<file path="src/hw/rtl/kca_pkg.sv">
// Package for the keypad click and autorepeat block: key table, widths, register map.
package kca_pkg;

  localparam int TABLE_LEN = 16;
  localparam int KEY_W     = 5;
  localparam int DELAY_W   = 16;
  localparam int WORD_W    = 32;
  localparam int ADDR_W    = 3;

  // Register map, selected by address bit 2
  localparam logic REG_FIRST_DELAY  = 1'b0;
  localparam logic REG_REPEAT_DELAY = 1'b1;

  localparam logic [DELAY_W-1:0] FIRST_DELAY_RST  = 16'd500;
  localparam logic [DELAY_W-1:0] REPEAT_DELAY_RST = 16'd175;

  localparam logic [TABLE_LEN-1:0] KEY_GROUP = 16'b1111_1111_0001_1111;

  localparam logic [WORD_W-1:0] KEY_MASK [TABLE_LEN] = '{
    32'h0010_0000, 32'h0008_0000, 32'h0001_0000, 32'h0004_0000,
    32'h0002_0000, 32'hC000_0000, 32'h8000_0000, 32'h4000_0000,
    32'h0000_0010, 32'h0000_0008, 32'h0800_0000, 32'h0400_0000,
    32'h0000_1000, 32'h0100_0000, 32'h0200_0000, 32'h1000_0000
  };

endpackage

</file>
<file path="src/hw/rtl/keypad_click_autorepeat.sv">
// Keypad scan decoder: pressed, clicked and typematic autorepeat key per scan.
// An accepted scan is decoded combinationally and its result registered in the output register.
// Throughput: one scan per cycle if not stalled; the key decode, priority encode and the
// single elapsed-time subtract and compare sit between the input port and the output register.
// in_stall rises only while a result waits in the output register under out_stall.
// Synchronous reset: nothing pressed, no held key, delays 500 ms and 175 ms.
module keypad_click_autorepeat
  import kca_pkg::*;
#(
  parameter int NUM_KEYS  = 16,
  parameter int TIME_BITS = 32
) (
  input  logic                clk,
  input  logic                rst,
  input  logic                in_valid,
  output logic                in_stall,
  input  logic [WORD_W-1:0]   keys_group_zero,
  input  logic [WORD_W-1:0]   keys_group_one,
  input  logic [WORD_W-1:0]   time_ms,
  input  logic                clear_held,
  output logic                out_valid,
  input  logic                out_stall,
  output logic [KEY_W-1:0]    repeat_key,
  output logic [KEY_W-1:0]    clicked_key,
  output logic [KEY_W-1:0]    pressed_key,
  input  logic                psel,
  input  logic                penable,
  input  logic                pwrite,
  input  logic [ADDR_W-1:0]   paddr,
  input  logic [WORD_W-1:0]   pwdata,
  output logic [WORD_W-1:0]   prdata,
  output logic                pready
);

  localparam int KEYS_IN_USE = (NUM_KEYS < TABLE_LEN) ? NUM_KEYS : TABLE_LEN;
  localparam int NUM_CODES   = 2 ** KEY_W;

  logic [DELAY_W-1:0]   first_delay;
  logic [DELAY_W-1:0]   repeat_delay;
  logic [WORD_W-1:0]    prev_group_zero;
  logic [WORD_W-1:0]    prev_group_one;
  logic [KEY_W-1:0]     held_key;
  logic [TIME_BITS-1:0] last_emit_time;
  logic                 repeating;

  logic [KEY_W-1:0]     held_key_next;
  logic [TIME_BITS-1:0] last_emit_time_next;
  logic                 repeating_next;
  logic [KEY_W-1:0]     emit_key;
  logic [KEY_W-1:0]     pressed_code;
  logic [KEY_W-1:0]     clicked_code;

  logic                 in_accept;
  logic                 cfg_write;
  logic [NUM_CODES-1:0] down_code;
  logic [NUM_CODES-1:0] prev_code;
  logic [KEY_W-1:0]     held_eff;
  logic [63:0]          time_wide;
  logic [TIME_BITS-1:0] now;
  logic [TIME_BITS-1:0] elapsed;
  logic [TIME_BITS-1:0] limit;

  assign pready    = 1'b1;
  assign cfg_write = psel && penable && pwrite && pready;
  assign prdata    = (paddr[2] == REG_REPEAT_DELAY) ? WORD_W'(repeat_delay)
                                                    : WORD_W'(first_delay);

  assign in_stall  = out_valid && out_stall;
  assign in_accept = in_valid && !in_stall;

  assign time_wide = {32'd0, time_ms};
  assign now       = time_wide[TIME_BITS-1:0];

  // Bit k+1 flags key k down; code 0 and codes past the table read as up
  always_comb begin
    down_code = '0;
    prev_code = '0;
    for (int i = 0; i < KEYS_IN_USE; i++) begin
      down_code[i+1] = ((KEY_GROUP[i] ? keys_group_one : keys_group_zero) & KEY_MASK[i]) == '0;
      prev_code[i+1] = ((KEY_GROUP[i] ? prev_group_one : prev_group_zero) & KEY_MASK[i]) == '0;
    end
  end

  // Lowest table index wins
  always_comb begin
    pressed_code = '0;
    clicked_code = '0;
    for (int i = KEYS_IN_USE; i >= 1; i--) begin
      if (down_code[i]) begin
        pressed_code = KEY_W'(i);
      end
      if (down_code[i] && !prev_code[i]) begin
        clicked_code = KEY_W'(i);
      end
    end
  end

  assign held_eff = clear_held ? '0 : held_key;
  assign elapsed  = now - last_emit_time;
  assign limit    = repeating ? TIME_BITS'(repeat_delay) : TIME_BITS'(first_delay);

  always_comb begin
    held_key_next       = held_key;
    last_emit_time_next = last_emit_time;
    repeating_next      = repeating;
    emit_key            = '0;
    priority if (clicked_code != '0) begin
      held_key_next       = clicked_code;
      repeating_next      = 1'b0;
      last_emit_time_next = now;
      emit_key            = clicked_code;
    end else if (down_code[held_eff]) begin
      held_key_next = held_eff;
      if (elapsed > limit) begin
        repeating_next      = 1'b1;
        last_emit_time_next = now;
        emit_key            = held_eff;
      end
    end else begin
      held_key_next = '0;
    end
  end

  always_ff @(posedge clk) begin
    if (rst) begin
      first_delay  <= FIRST_DELAY_RST;
      repeat_delay <= REPEAT_DELAY_RST;
    end else if (cfg_write) begin
      if (paddr[2] == REG_REPEAT_DELAY) begin
        repeat_delay <= pwdata[DELAY_W-1:0];
      end else begin
        first_delay <= pwdata[DELAY_W-1:0];
      end
    end
  end

  always_ff @(posedge clk) begin
    if (rst) begin
      prev_group_zero <= '1;
      prev_group_one  <= '1;
      held_key        <= '0;
      last_emit_time  <= '0;
      repeating       <= 1'b0;
      out_valid       <= 1'b0;
    end else begin
      if (in_accept) begin
        prev_group_zero <= keys_group_zero;
        prev_group_one  <= keys_group_one;
        held_key        <= held_key_next;
        last_emit_time  <= last_emit_time_next;
        repeating       <= repeating_next;
        out_valid       <= 1'b1;
      end else if (!out_stall) begin
        out_valid <= 1'b0;
      end
    end
  end

  // Result payload; hold while stalled
  always_ff @(posedge clk) begin
    if (in_accept) begin
      repeat_key  <= emit_key;
      clicked_key <= clicked_code;
      pressed_key <= pressed_code;
    end
  end

endmodule

</file>
<file path="config.mk">
export PLATFORM = sky130hd
export DESIGN_NAME = keypad_click_autorepeat
export DESIGN_NICKNAME = d
export VERILOG_FILES = /design/src/hw/rtl/kca_pkg.sv /design/src/hw/rtl/keypad_click_autorepeat.sv
export SDC_FILE = /design/constraint.sdc
export NUM_CORES = 1
export LEC_CHECK = 0
export ABC_AREA = 1
export BUFFER_PORTS_ARGS = -buffer_cell sky130_fd_sc_hd__buf_2
export CAP_MARGIN = 10
export CELL_PAD_IN_SITES_DETAIL_PLACEMENT = 1
export CELL_PAD_IN_SITES_GLOBAL_PLACEMENT = 1
export CORE_ASPECT_RATIO = 0.8
export CORE_MARGIN = 3
export CORE_UTILIZATION = 38
export CTS_BUF_LIST = sky130_fd_sc_hd__clkbuf_8
export DETAILED_ROUTE_END_ITERATION = 8
export HOLD_SLACK_MARGIN = 0.08
export PLACE_DENSITY_LB_ADDON = 0.15
export SYNTH_ARGS = -nofsm -noshare
export SYNTH_HDL_FRONTEND = slang
export SYNTH_SLANG_ARGS = --single-unit
</file>
<file path="constraint.sdc">
create_clock -name clk -period 4.3 [get_ports clk]
set_input_delay 0.43 -clock clk [delete_from_list [all_inputs] [get_ports clk]]
set_output_delay 0.43 -clock clk [all_outputs]
set_load 0.01 [all_outputs]
</file>
Word-level counts from Yosys, hierarchy flattened:

Cells that the tools add are included.

* order comparisons: 2
* multiplexer cells: 49
* equal/unequal tests: 1
* reductions and logical operators: 78
* bitwise gates (word level): 1
* add/sub/neg operators: 1

Operators by type and width (count)
* zero test 32 bit: 32
* two-way mux 5 bit: 23
* two-way mux 32 bit: 3
* greater-than comparator 32 x 16 -> 1 bit: 1
* two-way mux 16 bit: 2
* two-way mux 4 bit: 8
* subtractor 32 bit: 1
* logical AND 1 bit: 20
* zero test 1 bit: 17
* OR reduction 15 bit: 1
* two-way mux 3 bit: 4
* OR reduction 7 bit: 1
* < comparator 5 x 6 -> 1 bit (second input constant): 1
* two-way mux 1 bit: 6
* binary-select mux 1 bit (select 5 bit): 1
* nonzero test 5 bit: 1
* two-way mux 2 bit: 2
* AND reduction 2 bit: 2
* nonzero test 2 bit: 2
* AND reduction 3 bit: 1
* OR reduction 3 bit: 1
* inequality test 2 x 1 -> 1 bit (second input constant): 1
* inverter 1 bit: 1

* logic and storage cells: 146
* output and inout port bits: 50
* register bits after elaboration: 147

Depth between registers and ports, before layout:

* depth in word-level cells: 22
* gate-level depth with buffers: 33
* mapped depth without buffers: 31

Worst setup path after synthesis:

OpenSTA, ideal clock, no wires.

* kind: input to register
* from: input port time_ms[0]
* to: register last_emit_time[1]
* data required time: 4.187 ns
* arrival time: 3.338 ns
* cell stages on the path: 32
* slack: 0.850 ns
* cells stage by stage: inv_1 ha_1 fa_1 inv_1 nand2_1 nand2_1 nand3_1 nand2_1 nand2_1 nand2_1 xor2_1 ha_1 nand2_1 inv_1 nand2_1 nor2_1 nand2_1 nor2_1 nor2_1 nor2_1 nor2_1 nand2_1 nor2_1 nand2_1 nor2_1 nand2_1 nand2_1 nand2_1 buf_6 buf_4 nor2_1 nor2_1

* word-level cells in the longest chain between the ends: 4

Ends and longest elaborated chain
* start, declared: line keypad_click_autorepeat.sv:19 `input logic [WORD_W-1:0] time_ms,`
* subtractor 32 bit: line keypad_click_autorepeat.sv:99 `assign elapsed = now - last_emit_time;`
* greater-than comparator 32 x 16 -> 1 bit: line keypad_click_autorepeat.sv:114 `if (elapsed > limit) begin`
* nonzero test 2 bit (no source line)
* AND reduction 3 bit (no source line)
* end signal, assigned: line keypad_click_autorepeat.sv:150 `last_emit_time <= last_emit_time_next;`
* end, declared: line keypad_click_autorepeat.sv:43 `logic [TIME_BITS-1:0] last_emit_time;`

No other way between the ends.
A chain may end at the register's enable or synchronous reset.

Worst setup path after layout:

* from: register last_emit_time[0]
* to: register last_emit_time[16]

* word-level cells in the longest chain between the ends: 4

Ends and longest elaborated chain (line)
* subtractor 32 bit: keypad_click_autorepeat.sv:99
* greater-than comparator 32 x 16 -> 1 bit: keypad_click_autorepeat.sv:114
* nonzero test 2 bit (no source line)
* AND reduction 3 bit (no source line)

No other way between the ends.

==> qor.yml <==
yosys:
  synth_warnings: 0
  synth.avg_cell_area_um2: 6.02
  seq_area_frac_synth: 0.279
  syn_inst: 1294
  ys.flop_type: "dfxtp_1"
  synth_edf_count: 15
  syn-cell-area_mm2: 0.00779
  synth_cell_types: 41
  async_reset_ff_frac: 0
  ys_ff_latch: 101
cts:
  cts.sinks: 101
  clock_latency_ns: 0.40
  htree_levels: 3
  post-cts-setup-buffers: 0
  clk_pin_slew_worst_paths_ns: 0.11
  ctsResizeCount: 0
  cts_buffers: 9
  cts_hold_buf: 0
  clockBufferDepth: 2
  cts_tree: "yes"
  clock-root-buffer: "clkbuf_8"
worst_setup_path:
  critical_path_cell_count: 31
  critPathBufInv: 3
  crit_top_cell: "nand2_1"
  slowest_stage: "fa_1"
  crit_type: "flip-flop to flip-flop"
  reg2regPathDepth: 31
  cp.arrival_ns: 4.04
  critPathLaunchType: "flip-flop"
  crit_path_max_incr_delay_ns: 0.41
  cp.required_ns: 4.64
  cp_max_fo: 48
  ff2ff_setup_slack_ns: 0.59
  cp-end-kind: "flip-flop"
  cpLargestDelayFamily: "simple AND/OR/NAND/NOR gates"
final_layout:
  stdcell_count: 1652
  multi_input_area_mm2: 0.00449
  synthToLayoutAreaGrowth_pct: 11.3
  fill_cells: 2814
  seq_area_mm2: 0.00217
  drive_gt1_frac: 0.124
  antennaDiodeCount: 0
  nets: 1570
route:
  wl_per_cell_um: 13.6
  dr.pass1.iters: 5
  vias_per_cell: 4.77
  drt_iter0_markers: 405
  ant_nets: 0
  routed_wl_um: 22400
  drc: 0
  num_vias: 7874
timing:
  tightest_slew_ns: 1.17
  min_period_ns: 3.71
  rsz0062_at_grt: "false"
  slew_headroom: 0.217
  drv_slew: 0
  period_share: 0.862
  fin_skew_ns: 0.0142
  max_freq_mhz: 270
  hold_violations: 0
  setup_tns_ns: 0
  setup_viol: 0
grt:
  overflow: 0
  grt_pass1_wl_um: 37500
  antenna_found_initial: 0
  grt_pass1_vias: 7632
  grtUsageTotal: 0.202
  grt_max_degree: 65
placement:
  portBuffers: 104
  dp.cells: 1636
  gp_congestion: 0.855
  hpwl_um: 17800
floorplan:
  die_w_um: 166
  num_rows: 46
  io_pins: 189
  initial_core_util: 0.390
  dieArea_mm2: 0.0223
  core_area_mm2: 0.0200
  die_y_um: 134
min_path:
  hold_path_depth: 3
  hp-class: "primary input to flip-flop"
status:
  status: "finished, final reports clean"
power:
  pwr_density_cell_mw_per_mm2: 331
  leakage_uw: 0.00482
  ir_drop_uv: 149
job:
  max_cap_viol_count: 0
-- worst register-to-register path, delay by kind of cell, from the launching register on --
kind	cells	cell delay (ns)
buffers and inverters	3	0.33
adders and majority gates	3	0.86
xor gates and xnor gates	1	0.18
and+or+nand+nor	24	1.94
DFF	1	0.33
-- metrics by stage --
step	power, uW	util	cell area, um2	setup WS [ns]	hold slack, ns
floorplan	1960	-	7840	0.850	0.440
global placement	2240	0.425	8480	0.290	0.458
detailed placement	2270	0.425	8480	0.227	0.462
CTS	2910	0.434	8670	0.474	0.219
global route	3140	0.434	8670	0.0844	0.230
finish	2870	0.434	8670	0.594	0.238
-- layout by cell type (no fill, tap or decap), types with 2 or more instances in the layout --
master,count
nor3b_1,2
nand4_1,7
xor2_1,12
clkinv_1,3
nand3b_1,4
clkinv_4,2
inv_1,232
nor3_1,5
o31ai_1,2
dfxtp_1,86
a21oi_1,64
nand2_2,26
a21oi_2,2
o211ai_1,18
buf_4,7
nand2_1,383
a31oi_1,3
nor2_1,179
o21ai_0,64
xnor2_1,4
clkbuf_8,9
buf_2,104
o21ai_1,2
nand3_1,51
inv_8,2
o21bai_1,6
clkinvlp_4,2
edfxtp_1,15
conb_1,17
nor4_1,3
ha_1,47
inv_2,5
nand3_2,3
nor2_2,7
-- layer usage --
layer  vias to the layer above  GRT usage  wire [um]
li1                       4135          -          -
met1                      3588      0.283      11200
met2                       133      0.332       9870
met3                        18     0.0351       1090
met4                         0     0.0374        233
met5                         -          0          0
-- synth_stat cells, types with 2 or more instances --
master / n / share of area
nor2_2: 5 / 0.0040
a31oi_1: 3 / 0.0024
nor3b_1: 2 / 0.0019
o31ai_1: 2 / 0.0019
o21ai_0: 64 / 0.041
edfxtp_1: 15 / 0.058
xnor2_1: 4 / 0.0045
nand2_1: 384 / 0.19
nand2_2: 25 / 0.020
a21oi_2: 2 / 0.0023
inv_2: 4 / 0.0019
nor3_1: 5 / 0.0032
ha_1: 47 / 0.076
inv_1: 231 / 0.11
o211ai_1: 18 / 0.017
clkbuf_1: 22 / 0.011
o21ai_1: 2 / 0.0013
nor4_1: 3 / 0.0024
clkinv_1: 4 / 0.0019
nand3b_1: 4 / 0.0039
buf_2: 4 / 0.0026
buf_6: 3 / 0.0043
buf_4: 20 / 0.019
o21bai_1: 6 / 0.0058
nor2_1: 181 / 0.087
nand3_1: 51 / 0.033
conb_1: 2 / 0.00096
nand3_2: 3 / 0.0039
a21oi_1: 64 / 0.041
dfxtp_1: 86 / 0.22
xor2_1: 12 / 0.013
nand4_1: 7 / 0.0056
-- cell type report --
type,count,area share
clock buffers,9,0.0143
clock inverters,7,0.00678
inverters,239,0.103
multi-input cells,920,0.518
flip-flops and latches,101,0.251
well taps,264,0.0381
repair buffers,112,0.0684
-- cell families (layout without fill, tap and decap cells) --
family / after synthesis / after routing / synth area share
xor+xnor: 16 / 16 / 0.0180
fa+ha+maj: 48 / 48 / 0.0781
buf+inv: 288 / 367 / 0.152
simple gates: 673 / 673 / 0.354
compound gates: 166 / 166 / 0.118
flops: 101 / 101 / 0.279
other cells: 2 / 17 / 0.000965
-- final timing paths --
path                                         from                  to
worst min-delay path                    pwdata[1]     repeat_delay[1]
worst min register to register     first_delay[0]      first_delay[0]
worst max register to register  last_emit_time[0]  last_emit_time[16]
worst max-delay path            last_emit_time[0]  last_emit_time[16]
-- flip-flops by register name, indices dropped and copies added, names as in the netlist --
| register | cells |
|---|---|
| pressed_key | 5 |
| held_key | 5 |
| last_emit_time | 32 |
| repeating | 1 |
| prev_group_one | 13 |
| first_delay | 16 |
| repeat_delay | 16 |
| out_valid | 1 |
| clicked_key | 5 |
| repeat_key | 5 |
| prev_group_zero | 2 |
-- where the power goes --
group | internal, uW | leakage (uW) | total (uW) | switching, uW
Clock | 219 | 0.0000907 | 620 | 401
Sequential | 1030 | 0.000858 | 1070 | 34.9
Combinational | 413 | 0.00388 | 1180 | 763
Note: power is estimated with default switching activity, not from simulation.
